## src/hw/rtl/ntbr_pkg.sv

```systemverilog
package ntbr_pkg;

  // Table geometry
  localparam int TABLE_DEPTH = 16;
  localparam int IDX_W = (TABLE_DEPTH > 1) ? $clog2(TABLE_DEPTH) : 1;
  localparam int CNT_W = $clog2(TABLE_DEPTH + 1);

  localparam logic signed [7:0] MAX_SNR_RST = 8'sd10;

  typedef logic [IDX_W-1:0] idx_t;
  typedef logic [CNT_W-1:0] cnt_t;

  // One stored neighbor entry
  typedef struct packed {
    logic [15:0]        id;
    logic [15:0]        metric;
    logic [7:0]         hops;
    logic signed [7:0]  snr;
  } entry_t;

  localparam int ENTRY_W = $bits(entry_t);

  typedef enum logic [1:0] {
    ST_UPDATED = 2'd0,
    ST_ADDED   = 2'd1,
    ST_FULL    = 2'd2
  } status_e;

  typedef enum logic [1:0] {
    S_IDLE,
    S_SEARCH,
    S_SCAN,
    S_DONE
  } state_e;

endpackage

```

## src/hw/rtl/neighbour_table_best_route.sv

```systemverilog
// Neighbor table with best-route selection. Each input word is one received
// route beacon (sender id, hop count, cumulative metric, SNR). The link metric
// is metric_in + (max_snr - link_snr), clamped to 0..65535. An entry with the
// same id is overwritten; otherwise a new entry is appended while there is
// room, and the beacon is dropped (status 2) once all 16 entries are in use.
// After the update every valid entry is rescanned: lowest metric wins, and on
// an equal metric a later entry takes over if it has fewer hops or a
// strictly higher SNR. One result word per beacon carries the status,
// the best entry and the entry count. The table lives in one single-port-write
// RAM with a registered read, walked once for the id lookup and once for the
// best-route scan, one entry per cycle. After acceptance a beacon passes
// through the id lookup (which reads up to the match, else every valid
// entry), the table update and the scan of all entries after the update,
// and its result is then loaded into the output register. The input is
// ready again in the cycle after the load; a full output register holds
// the result back and so delays the next beacon.
// A new beacon is accepted while the previous result still waits in the
// output register.
// max_snr is written through cfg_we_i / cfg_wdata_i and must only change
// while the block is idle. The table starts empty after reset; no clearing
// pass is needed.
module neighbour_table_best_route (
  input  logic        clk_i,
  input  logic        rst_ni,
  // configuration
  input  logic        cfg_we_i,
  input  logic [7:0]  cfg_wdata_i,
  // beacon input
  input  logic        in_valid_i,
  output logic        in_ready_o,
  input  logic [15:0] sender_id_i,
  input  logic [7:0]  hop_count_i,
  input  logic [15:0] metric_in_i,
  input  logic [7:0]  link_snr_i,
  // result output
  output logic        out_valid_o,
  input  logic        out_ready_i,
  output logic [1:0]  status_o,
  output logic [15:0] best_id_o,
  output logic [15:0] best_metric_o,
  output logic [7:0]  best_hops_o,
  output logic [7:0]  best_snr_o,
  output logic [4:0]  entry_count_o
);

  ntbr_pkg::state_e  state_q, state_d;
  ntbr_pkg::cnt_t    count_q, count_d;     // valid entries
  ntbr_pkg::cnt_t    scan_q, scan_d;       // next RAM address to read
  logic              pend_q, pend_d;       // read data arrives this cycle
  ntbr_pkg::idx_t    pend_idx_q, pend_idx_d;
  ntbr_pkg::status_e status_q, status_d;
  ntbr_pkg::entry_t  best_q, best_d;
  ntbr_pkg::entry_t  new_q, new_d;         // beacon as it will be stored
  logic signed [7:0] max_snr_q;

  // output register
  logic              out_valid_q, out_valid_d;
  logic              load_out;
  ntbr_pkg::status_e out_status_q;
  ntbr_pkg::entry_t  out_best_q;
  ntbr_pkg::cnt_t    out_count_q;

  // RAM port
  logic                          ram_we;
  ntbr_pkg::idx_t                ram_waddr;
  logic [ntbr_pkg::ENTRY_W-1:0]  ram_rdata;
  ntbr_pkg::entry_t              rd_entry;

  logic              hit;
  logic              issue;
  logic              better;
  logic signed [17:0] metric_sum;
  logic [15:0]       metric_sat;

  ntbr_ram #(
    .WIDTH(ntbr_pkg::ENTRY_W),
    .DEPTH(ntbr_pkg::TABLE_DEPTH)
  ) u_ram (
    .clk_i  (clk_i),
    .we_i   (ram_we),
    .waddr_i(ram_waddr),
    .wdata_i(new_q),
    .raddr_i(scan_q[ntbr_pkg::IDX_W-1:0]),
    .rdata_o(ram_rdata)
  );

  assign rd_entry = ntbr_pkg::entry_t'(ram_rdata);

  // Link metric with saturation, computed on the incoming beacon.
  always_comb begin
    metric_sum = $signed({2'b00, metric_in_i}) + 18'(max_snr_q) - 18'($signed(link_snr_i));
    if (metric_sum < 0) begin
      metric_sat = '0;
    end else if (metric_sum > 18'sd65535) begin
      metric_sat = 16'hFFFF;
    end else begin
      metric_sat = metric_sum[15:0];
    end
  end

  // Lookup and scan helpers
  assign hit   = pend_q && (rd_entry.id == new_q.id);
  assign issue = (scan_q < count_q);
  // Tie-break: on an equal metric, fewer hops or a strictly higher SNR wins.
  assign better = (pend_idx_q == '0) ||
                  (rd_entry.metric < best_q.metric) ||
                  ((rd_entry.metric == best_q.metric) &&
                   ((rd_entry.hops < best_q.hops) || (rd_entry.snr > best_q.snr)));

  always_comb begin
    state_d     = state_q;
    count_d     = count_q;
    scan_d      = scan_q;
    pend_d      = 1'b0;
    pend_idx_d  = scan_q[ntbr_pkg::IDX_W-1:0];
    status_d    = status_q;
    best_d      = best_q;
    new_d       = new_q;
    ram_we      = 1'b0;
    ram_waddr   = pend_idx_q;
    load_out    = 1'b0;
    out_valid_d = out_valid_q && !out_ready_i;
    in_ready_o  = 1'b0;

    unique case (state_q)
      ntbr_pkg::S_IDLE: begin
        in_ready_o = 1'b1;
        if (in_valid_i) begin
          new_d.id     = sender_id_i;
          new_d.metric = metric_sat;
          new_d.hops   = hop_count_i;
          new_d.snr    = $signed(link_snr_i);
          scan_d       = '0;
          state_d      = ntbr_pkg::S_SEARCH;
        end
      end

      // Walk the valid entries for a matching id.
      ntbr_pkg::S_SEARCH: begin
        if (hit) begin
          status_d = ntbr_pkg::ST_UPDATED;
          ram_we   = 1'b1;
          scan_d   = '0;
          best_d   = '0;
          state_d  = ntbr_pkg::S_SCAN;
        end else if (issue) begin
          pend_d = 1'b1;
          scan_d = scan_q + ntbr_pkg::cnt_t'(1);
        end else begin
          if (count_q < ntbr_pkg::cnt_t'(ntbr_pkg::TABLE_DEPTH)) begin
            status_d  = ntbr_pkg::ST_ADDED;
            ram_we    = 1'b1;
            ram_waddr = count_q[ntbr_pkg::IDX_W-1:0];
            count_d   = count_q + ntbr_pkg::cnt_t'(1);
          end else begin
            status_d = ntbr_pkg::ST_FULL;
          end
          scan_d  = '0;
          best_d  = '0;
          state_d = ntbr_pkg::S_SCAN;
        end
      end

      // Walk the table again for the best route.
      ntbr_pkg::S_SCAN: begin
        if (pend_q && better) begin
          best_d = rd_entry;
        end
        if (issue) begin
          pend_d = 1'b1;
          scan_d = scan_q + ntbr_pkg::cnt_t'(1);
        end else begin
          state_d = ntbr_pkg::S_DONE;
        end
      end

      ntbr_pkg::S_DONE: begin
        if (!out_valid_q || out_ready_i) begin
          load_out    = 1'b1;
          out_valid_d = 1'b1;
          state_d     = ntbr_pkg::S_IDLE;
        end
      end

      default: begin
        state_d = ntbr_pkg::S_IDLE;
      end
    endcase
  end

  always_ff @(posedge clk_i or negedge rst_ni) begin
    if (!rst_ni) begin
      state_q     <= ntbr_pkg::S_IDLE;
      count_q     <= '0;
      scan_q      <= '0;
      pend_q      <= 1'b0;
      out_valid_q <= 1'b0;
      max_snr_q   <= ntbr_pkg::MAX_SNR_RST;
    end else begin
      state_q     <= state_d;
      count_q     <= count_d;
      scan_q      <= scan_d;
      pend_q      <= pend_d;
      out_valid_q <= out_valid_d;
      if (cfg_we_i) begin
        max_snr_q <= $signed(cfg_wdata_i);
      end
    end
  end

  // Payload registers
  always_ff @(posedge clk_i) begin
    pend_idx_q <= pend_idx_d;
    status_q   <= status_d;
    best_q     <= best_d;
    new_q      <= new_d;
    if (load_out) begin
      out_status_q <= status_q;
      out_best_q   <= best_q;
      out_count_q  <= count_q;
    end
  end

  assign out_valid_o   = out_valid_q;
  assign status_o      = out_status_q;
  assign best_id_o     = out_best_q.id;
  assign best_metric_o = out_best_q.metric;
  assign best_hops_o   = out_best_q.hops;
  assign best_snr_o    = out_best_q.snr;
  assign entry_count_o = 5'(out_count_q);

`ifndef NO_ASSERTIONS
  a_count_bound: assert property (@(posedge clk_i) disable iff (!rst_ni)
    count_q <= ntbr_pkg::cnt_t'(ntbr_pkg::TABLE_DEPTH))
    else $error("entry count exceeds table depth");

  a_count_monotonic: assert property (@(posedge clk_i) disable iff (!rst_ni)
    count_q >= $past(count_q))
    else $error("entry count decreased");

  a_accept_to_search: assert property (@(posedge clk_i) disable iff (!rst_ni)
    in_valid_i && in_ready_o |=> state_q == ntbr_pkg::S_SEARCH)
    else $error("accepted beacon did not start lookup");

  a_result_nonempty: assert property (@(posedge clk_i) disable iff (!rst_ni)
    out_valid_o |-> entry_count_o != 5'd0)
    else $error("result reported with empty table");
`endif

endmodule

```

## src/hw/rtl/ntbr_ram.sv

```systemverilog
module ntbr_ram #(
  parameter int WIDTH = 8,
  parameter int DEPTH = 16
) (
  input  logic                                  clk_i,
  input  logic                                  we_i,
  input  logic [(DEPTH > 1 ? $clog2(DEPTH) : 1)-1:0] waddr_i,
  input  logic [WIDTH-1:0]                      wdata_i,
  input  logic [(DEPTH > 1 ? $clog2(DEPTH) : 1)-1:0] raddr_i,
  output logic [WIDTH-1:0]                      rdata_o
);

  logic [WIDTH-1:0] mem_q [DEPTH];
  logic [WIDTH-1:0] rdata_q;

  always_ff @(posedge clk_i) begin
    if (we_i) begin
      mem_q[waddr_i] <= wdata_i;
    end
    rdata_q <= mem_q[raddr_i];
  end

  assign rdata_o = rdata_q;

endmodule
```

## config.mk

```make
export PLATFORM = sky130hd
export DESIGN_NAME = neighbour_table_best_route
export DESIGN_NICKNAME = d
export VERILOG_FILES = /design/src/hw/rtl/ntbr_pkg.sv /design/src/hw/rtl/neighbour_table_best_route.sv /design/src/hw/rtl/ntbr_ram.sv
export SDC_FILE = /design/constraint.sdc
export NUM_CORES = 1
export LEC_CHECK = 0
export BUFFER_PORTS_ARGS = -buffer_cell sky130_fd_sc_hd__buf_4
export CAP_MARGIN = 0
export CORE_MARGIN = 2
export CORE_UTILIZATION = 45
export DETAILED_ROUTE_END_ITERATION = 12
export GPL_TIMING_DRIVEN = 0
export HOLD_SLACK_MARGIN = 0.05
export PLACE_DENSITY = 0.66
export SYNTH_ARGS = -nofsm -noshare
export SYNTH_HDL_FRONTEND = slang
export SYNTH_SLANG_ARGS = --single-unit
```

## constraint.sdc

```tcl
create_clock -name clk_i -period 10.82 [get_ports clk_i]
set_input_delay 0.541 -clock clk_i [delete_from_list [all_inputs] [get_ports clk_i]]
set_output_delay 0.541 -clock clk_i [all_outputs]
set_load 0.1 [all_outputs]
```

After elaboration in Yosys (flattened, before gate mapping):

Memories as Yosys holds them, arrays and structs flattened. A register that Yosys moved wholly into a read port is not among the register bits.
Index checks and enable logic that the tools add are counted.

* input port bits: 61
* word-level logic and storage cells: 104
* register bits after elaboration: 179
* output and inout bits: 57
* memories: 1
* RAM bits: 768

Memories
* u_ram.mem_q: depth 16, width 48, rd ports 1, clocked after Yosys merged registers in 1, write ports 1, line ntbr_ram.sv:13 `logic [WIDTH-1:0] mem_q [DEPTH];`

* equality and inequality tests: 12
* muxes and demuxes: 36
* add/sub/neg operators: 4
* $lt $le $gt $ge: 7
* bitwise gates (word level): 2
* reduce and logical (&&, ||, !) cells: 20

Operators with widths (number)
* $mux 48: 3
* $pmux 48 s2: 1
* $eq 16x16->1: 2
* $mux 5: 4
* $add 17x8->18: 1
* $gt 18x17->1 const B: 1
* $lt 18x1->1 const B: 1
* $sub 18x8->18: 1
* $lt 16x16->1: 1
* $mux 16: 1
* $mux 4: 4
* $pmux 5 s3: 1
* $mux 2: 7
* $mux 1: 13
* $ne 2x2->1 const B: 6
* $add 5x1->5 const B: 2
* $gt 8x8->1: 1
* $lt 8x8->1: 1
* $pmux 2 s4: 1
* $reduce_and 4->1: 2
* $reduce_and 3->1: 2
* $lt 5x5->1: 1
* $lt 5x5->1 const B: 1
* $eq 2x2->1 const B: 2
* 12 further kinds: 21

Depth between registers and ports, before layout:

* depth after elaboration: 7
* gate-level depth with buffers: 13
* gate-level depth less buffers: 12

Cells and area by module:

From an unflattened synthesis, not the netlist that was laid out.

* cell total of the unflattened synthesis: 1918
* area total of the unflattened synthesis: 38424.4 µm²

Modules (own cells, without submodules)
* ntbr_ram: instances 1, seq. area each 24023.0 µm², cells each 1242, area each 29691.0 µm²
* neighbour_table_best_route: instances 1, seq. area each 5227.5 µm², cells each 676, area each 8733.4 µm²

Worst setup path before layout:

No wires, ideal clock.

* kind: register to register
* from: register new_q[44] (netlist bit)
* to: register best_q[0] (netlist bit) (enable)
* required time: 10.351 ns
* setup time: 0.469 ns
* clock period less this slack: 4.383 ns
* path slack: 6.437 ns
* stages on the path, launching flop included: 7
* arrival: 3.914 ns
* buffers on the path: 0
* cell sequence: edfxtp_1 xor2_1 nor4_1 nand4_1 nand2_1 o221ai_1 a21oi_1

* word-level cells in the longest chain between the ends: 4

RTL lines
* start: declaration: line neighbour_table_best_route.sv:53 `ntbr_pkg::entry_t new_q, new_d;`
* start signal: assignment: line neighbour_table_best_route.sv:216 `new_q <= new_d;`
* $eq 16x16->1: line neighbour_table_best_route.sv:102 `assign hit = pend_q && (rd_entry.id == new_q.id);`
* $logic_and 1x1->1: line neighbour_table_best_route.sv:102
* $ne 3x3->1 (no line)
* $reduce_and 3->1 (no line)
* end signal: assignment: line neighbour_table_best_route.sv:215 `best_q <= best_d;`
* end: declaration: line neighbour_table_best_route.sv:52 `ntbr_pkg::entry_t best_q, best_d;`

Every way passes these cells.
A chain may end at the register's enable or synchronous reset.

Worst setup path after layout:

* from: register new_q[45] (netlist bit)
* to: memory u_ram.mem_q[1][20] (netlist bit) (enable)

* word-level cells in the longest chain between the ends: 6
* elaborated cells on any way between the ends: 8
* classes of those cells: 1 x eq/ne; 6 x mux; 1 x reduce/logical

RTL lines
* $eq 16x16->1 *: line neighbour_table_best_route.sv:102
* $logic_and 1x1->1 *: line neighbour_table_best_route.sv:102
* $mux 1: line neighbour_table_best_route.sv:140 `if (hit) begin`
* $mux 1: line neighbour_table_best_route.sv:125 `unique case (state_q)`
* $mux 1: line ntbr_ram.sv:17 `if (we_i) begin`
* $mux 1 (not written as such): line ntbr_ram.sv:18 `mem_q[waddr_i] <= wdata_i;`
* end: declaration: line ntbr_ram.sv:13

Every way passes the cells marked *; elsewhere a longest branch is shown, timed or not.

==> flow_summary.toml <==
[timing]
setup_viol = 0
hold_viol = 0
min_period_ns = 4.35
tightest_slew_ns = 1.33
fin_worst_skew_ns = 0.0321
fmax_ghz = 0.230
rsz0062_at_grt = "no"
slew_viol_final = 0
finalCritPeriodShare_pct = 40.2
setup_tns_ns = 0
max_slew_margin_pct = 11.0

[clocking]
htree_levels = 3
post_cts.resized_instances = 0
cts_buffers = 101
cts_setup_buffers = 0
cts_tree = "built"
clockRootBuffer = "clkbuf_16"
clock_path_buffers = 3
clk_latency_ns = 0.67
clock_sinks = 995
cts_hold_buf = 23
clkTransAtPathRegs_ns = 0.06

[setup_path]
r2r-end = "u_ram.mem_q[1][20]"
path_buf_inv = 3
worst_ep_arrival_time_ns = 4.69
start_kind = "flip-flop"
worstPathRequired_ns = 11.16
path_cells = "xnor2_1, nand4_1, nor3_1, nand4_1, nand4_1, buf_4, mux2i_1, nor2_4, buf_12, buf_12"
cp_slowest_cell = "edfxtp_1"
path_class = "reg -> reg"
crit_start = "new_q[45]"
worst-r2r-cell-count = 10
worstReg2RegStart = "new_q[45]"
slowest_delay_ns = 0.61
cp_top_family = "simple AND/OR/NAND/NOR gates"
rrSetupSlack_ns = 6.47
critPathMostFrequentCell = "nand4_1"
crit_fanout = 19
cp-end-kind = "flip-flop"
crit_end = "u_ram.mem_q[1][20]"
cp.depth = 10

[yosys]
synth_seq_cells = 995
synth_simple_gate_area_share_pct = 2.83
synth_ff_type = "edfxtp_1"
yosys.area_share.adder_pct = 2.80
syn-cell-area_sq_mm = 0.0390
synth.area.mux_share_pct = 10.8
synth-edff-count = 921
synth_area_per_cell_sq_um = 18.3
synth_compound_area_share_pct = 5.90
synth_top_family_by_area = "multiplexers"
synth_xor_area_share_pct = 0.760
synthCells = 2129
ys_types = 66
async_reset_ff_share_pct = 2.21
yosysWarningCount = 0
yosysSeqAreaShare_pct = 74.9
synth_fp_nets = 2267

[grt]
grt_max_degree = 29
grt_overflow_total = 0
grt_usage_pct = 21.0
grt_pass1_vias = 21000
grt_antenna_before_repair = 3
grt_first_pass_wirelength_mm = 137

[finish]
diodes = 0
nets = 2547
area_growth_pct = 17.7
drive_gt1_share_pct = 19.4
final_common_cell = "edfxtp_1"
mostFrequentLayoutCells = "edfxtp_1 (921), mux2i_1 (200), buf_4 (119)"
final_cells = 3651

[power]
ir_drop_v = 0.000211
leakage_uw = 0.0155
p_per_area_mw_per_mm2 = 247

[outcome]
outcome = "finished, final reports clean"

[floorplanning]
placement_rows = 108
die_w_um = 299
core_sq_mm = 0.0863
die_area_sq_mm = 0.0891
io_pins = 118
start_util_pct = 45.2
die_h_um = 299

[drt]
postRouteAntennaNets = 0
drt_iter0_drc = 2162
drc_errors = 0
routed_via_density = 5.63
num_vias = 20600
avgRoutedWirePerCell_um = 25.8
first_pass_iters = 6
totalWireLength_mm = 94.3

[placed_design]
dp_hpwl_mm = 61.5
io_buffers = 117
place_inst = 3438
place.gp.congestion = 0.822

[worst_hold_path]
min_path_type = "in -> reg"
holdPathStages = 1

[job]
drv_cap = 0
-- through the flow --
| step | power (uW) | util (%) | hold WS [ns] | cell area (sq um) | worst slack, ns |
|---|---|---|---|---|---|
| finish | 11400 | 53.2 | 0.0892 | 45900 | 6.47 |
| global route | 11800 | 53.2 | 0.0745 | 45900 | 6.32 |
| CTS | 11400 | 53.2 | 0.0593 | 45900 | 6.37 |
| detailed placement | 7870 | 49.0 | 0.391 | 42300 | 6.40 |
| global placement | 7730 | 47.9 | 0.398 | 41400 | 2.56 |
| floorplan | 6930 | - | 0.245 | 39000 | 6.44 |
-- cells by family (layout without fill, tap and decap cells) --
group                    Yosys count  after routing
multiplexers                     299            299
flip-flops                       995            995
AND/OR/NAND/NOR                  219            219
XOR/XNOR                          33             33
buffers and inverters            192            559
adder cells (fa/ha/maj)           77             77
AO/OA/AOI/OAI                    314            314
-- how the worst min path moves through the flow --
stage	start	endpoint	slack, ns
2_1_floorplan	rst_ni	count_q[0]	0.25
5_1_grt	sender_id_i[2]	new_q[34]	0.07
6_report	sender_id_i[2]	new_q[34]	0.09
3_3_place_gp	scan_q[0]	pend_idx_q[0]	0.40
4_1_cts	cfg_wdata_i[5]	max_snr_q[5]	0.06
3_5_place_dp	scan_q[3]	pend_idx_q[3]	0.39
-- worst reg2reg max path, stage by stage, from the launching register on --
cell	delay, ns
edfxtp_1	0.61
xnor2_1	0.56
nand4_1	0.18
nor3_1	0.37
nand4_1	0.40
nand4_1	0.33
buf_4	0.25
mux2i_1	0.21
nor2_4	0.60
buf_12	0.28
buf_12	0.22
-- sequential cells by signal (all words and copies together), names as in the netlist, 4 cells and up --
register	cells
u_ram.mem_q	768
best_snr_o	8
entry_count_o	5
best_id_o	16
pend_idx_q	4
best_metric_o	16
best_hops_o	8
count_q	5
best_q	48
new_q	48
scan_q	5
u_ram.rdata_o	48
max_snr_q	8
-- synth_stat cells, drive strengths merged (3+ instances only) --
| library cell | n | area (sq um) |
|---|---|---|
| mux2i | 200 | 2000 |
| a31oi | 7 | 65.1 |
| edfxtp | 921 | 27700 |
| and3 | 4 | 25.0 |
| a21o | 12 | 90.1 |
| a211o | 3 | 26.3 |
| nor3 | 10 | 50.1 |
| mux2 | 3 | 33.8 |
| o211ai | 4 | 30.0 |
| o21a | 27 | 203 |
| nand4 | 10 | 62.6 |
| o21ai | 73 | 384 |
| fa | 17 | 340 |
| xnor2 | 22 | 200 |
| inv | 98 | 368 |
| nor3b | 4 | 30.0 |
| dfrtp | 20 | 500 |
| a211oi | 4 | 47.5 |
| buf | 47 | 248 |
| ha | 60 | 751 |
| nand3 | 13 | 70.1 |
| and2 | 52 | 325 |
| a22oi | 46 | 345 |
| a21oi | 28 | 148 |
| mux4 | 96 | 2160 |
| clkbuf | 47 | 176 |
| dfxtp | 52 | 1040 |
| nor2 | 30 | 113 |
| a221oi | 96 | 841 |
| nand2b | 3 | 26.3 |
| xor2 | 11 | 96.3 |
| nand2 | 76 | 285 |
| or2 | 3 | 18.8 |
| nor2b | 6 | 37.5 |
-- final cells by class --
| cell class | count | area (sq um) |
|---|---|---|
| timing repair buffer | 177 | 1880 |
| sequential | 995 | 29300 |
| tap | 1155 | 1450 |
| multi-input combinational | 942 | 9130 |
| buffer | 94 | 424 |
| fill | 6701 | 40400 |
| clock inverter | 41 | 514 |
| inverter | 98 | 368 |
| clock buffer | 149 | 2930 |
-- layer usage --
metal  up-vias  global-route usage, %  part of all wire, %
li1       9032                      -                    -
met2       837                   35.1                   49
met3       143                   4.17                  7.8
met1     10600                   28.1                   41
met4         0                   6.32                  2.5
met5         -                      0                    0
-- power breakdown --
group | total, uW | switching [uW] | internal, uW
Clock | 3570 | 1430 | 2140
Sequential | 5120 | 304 | 4820
Combinational | 2660 | 1750 | 912
Note: power is estimated with default switching activity, not from simulation.
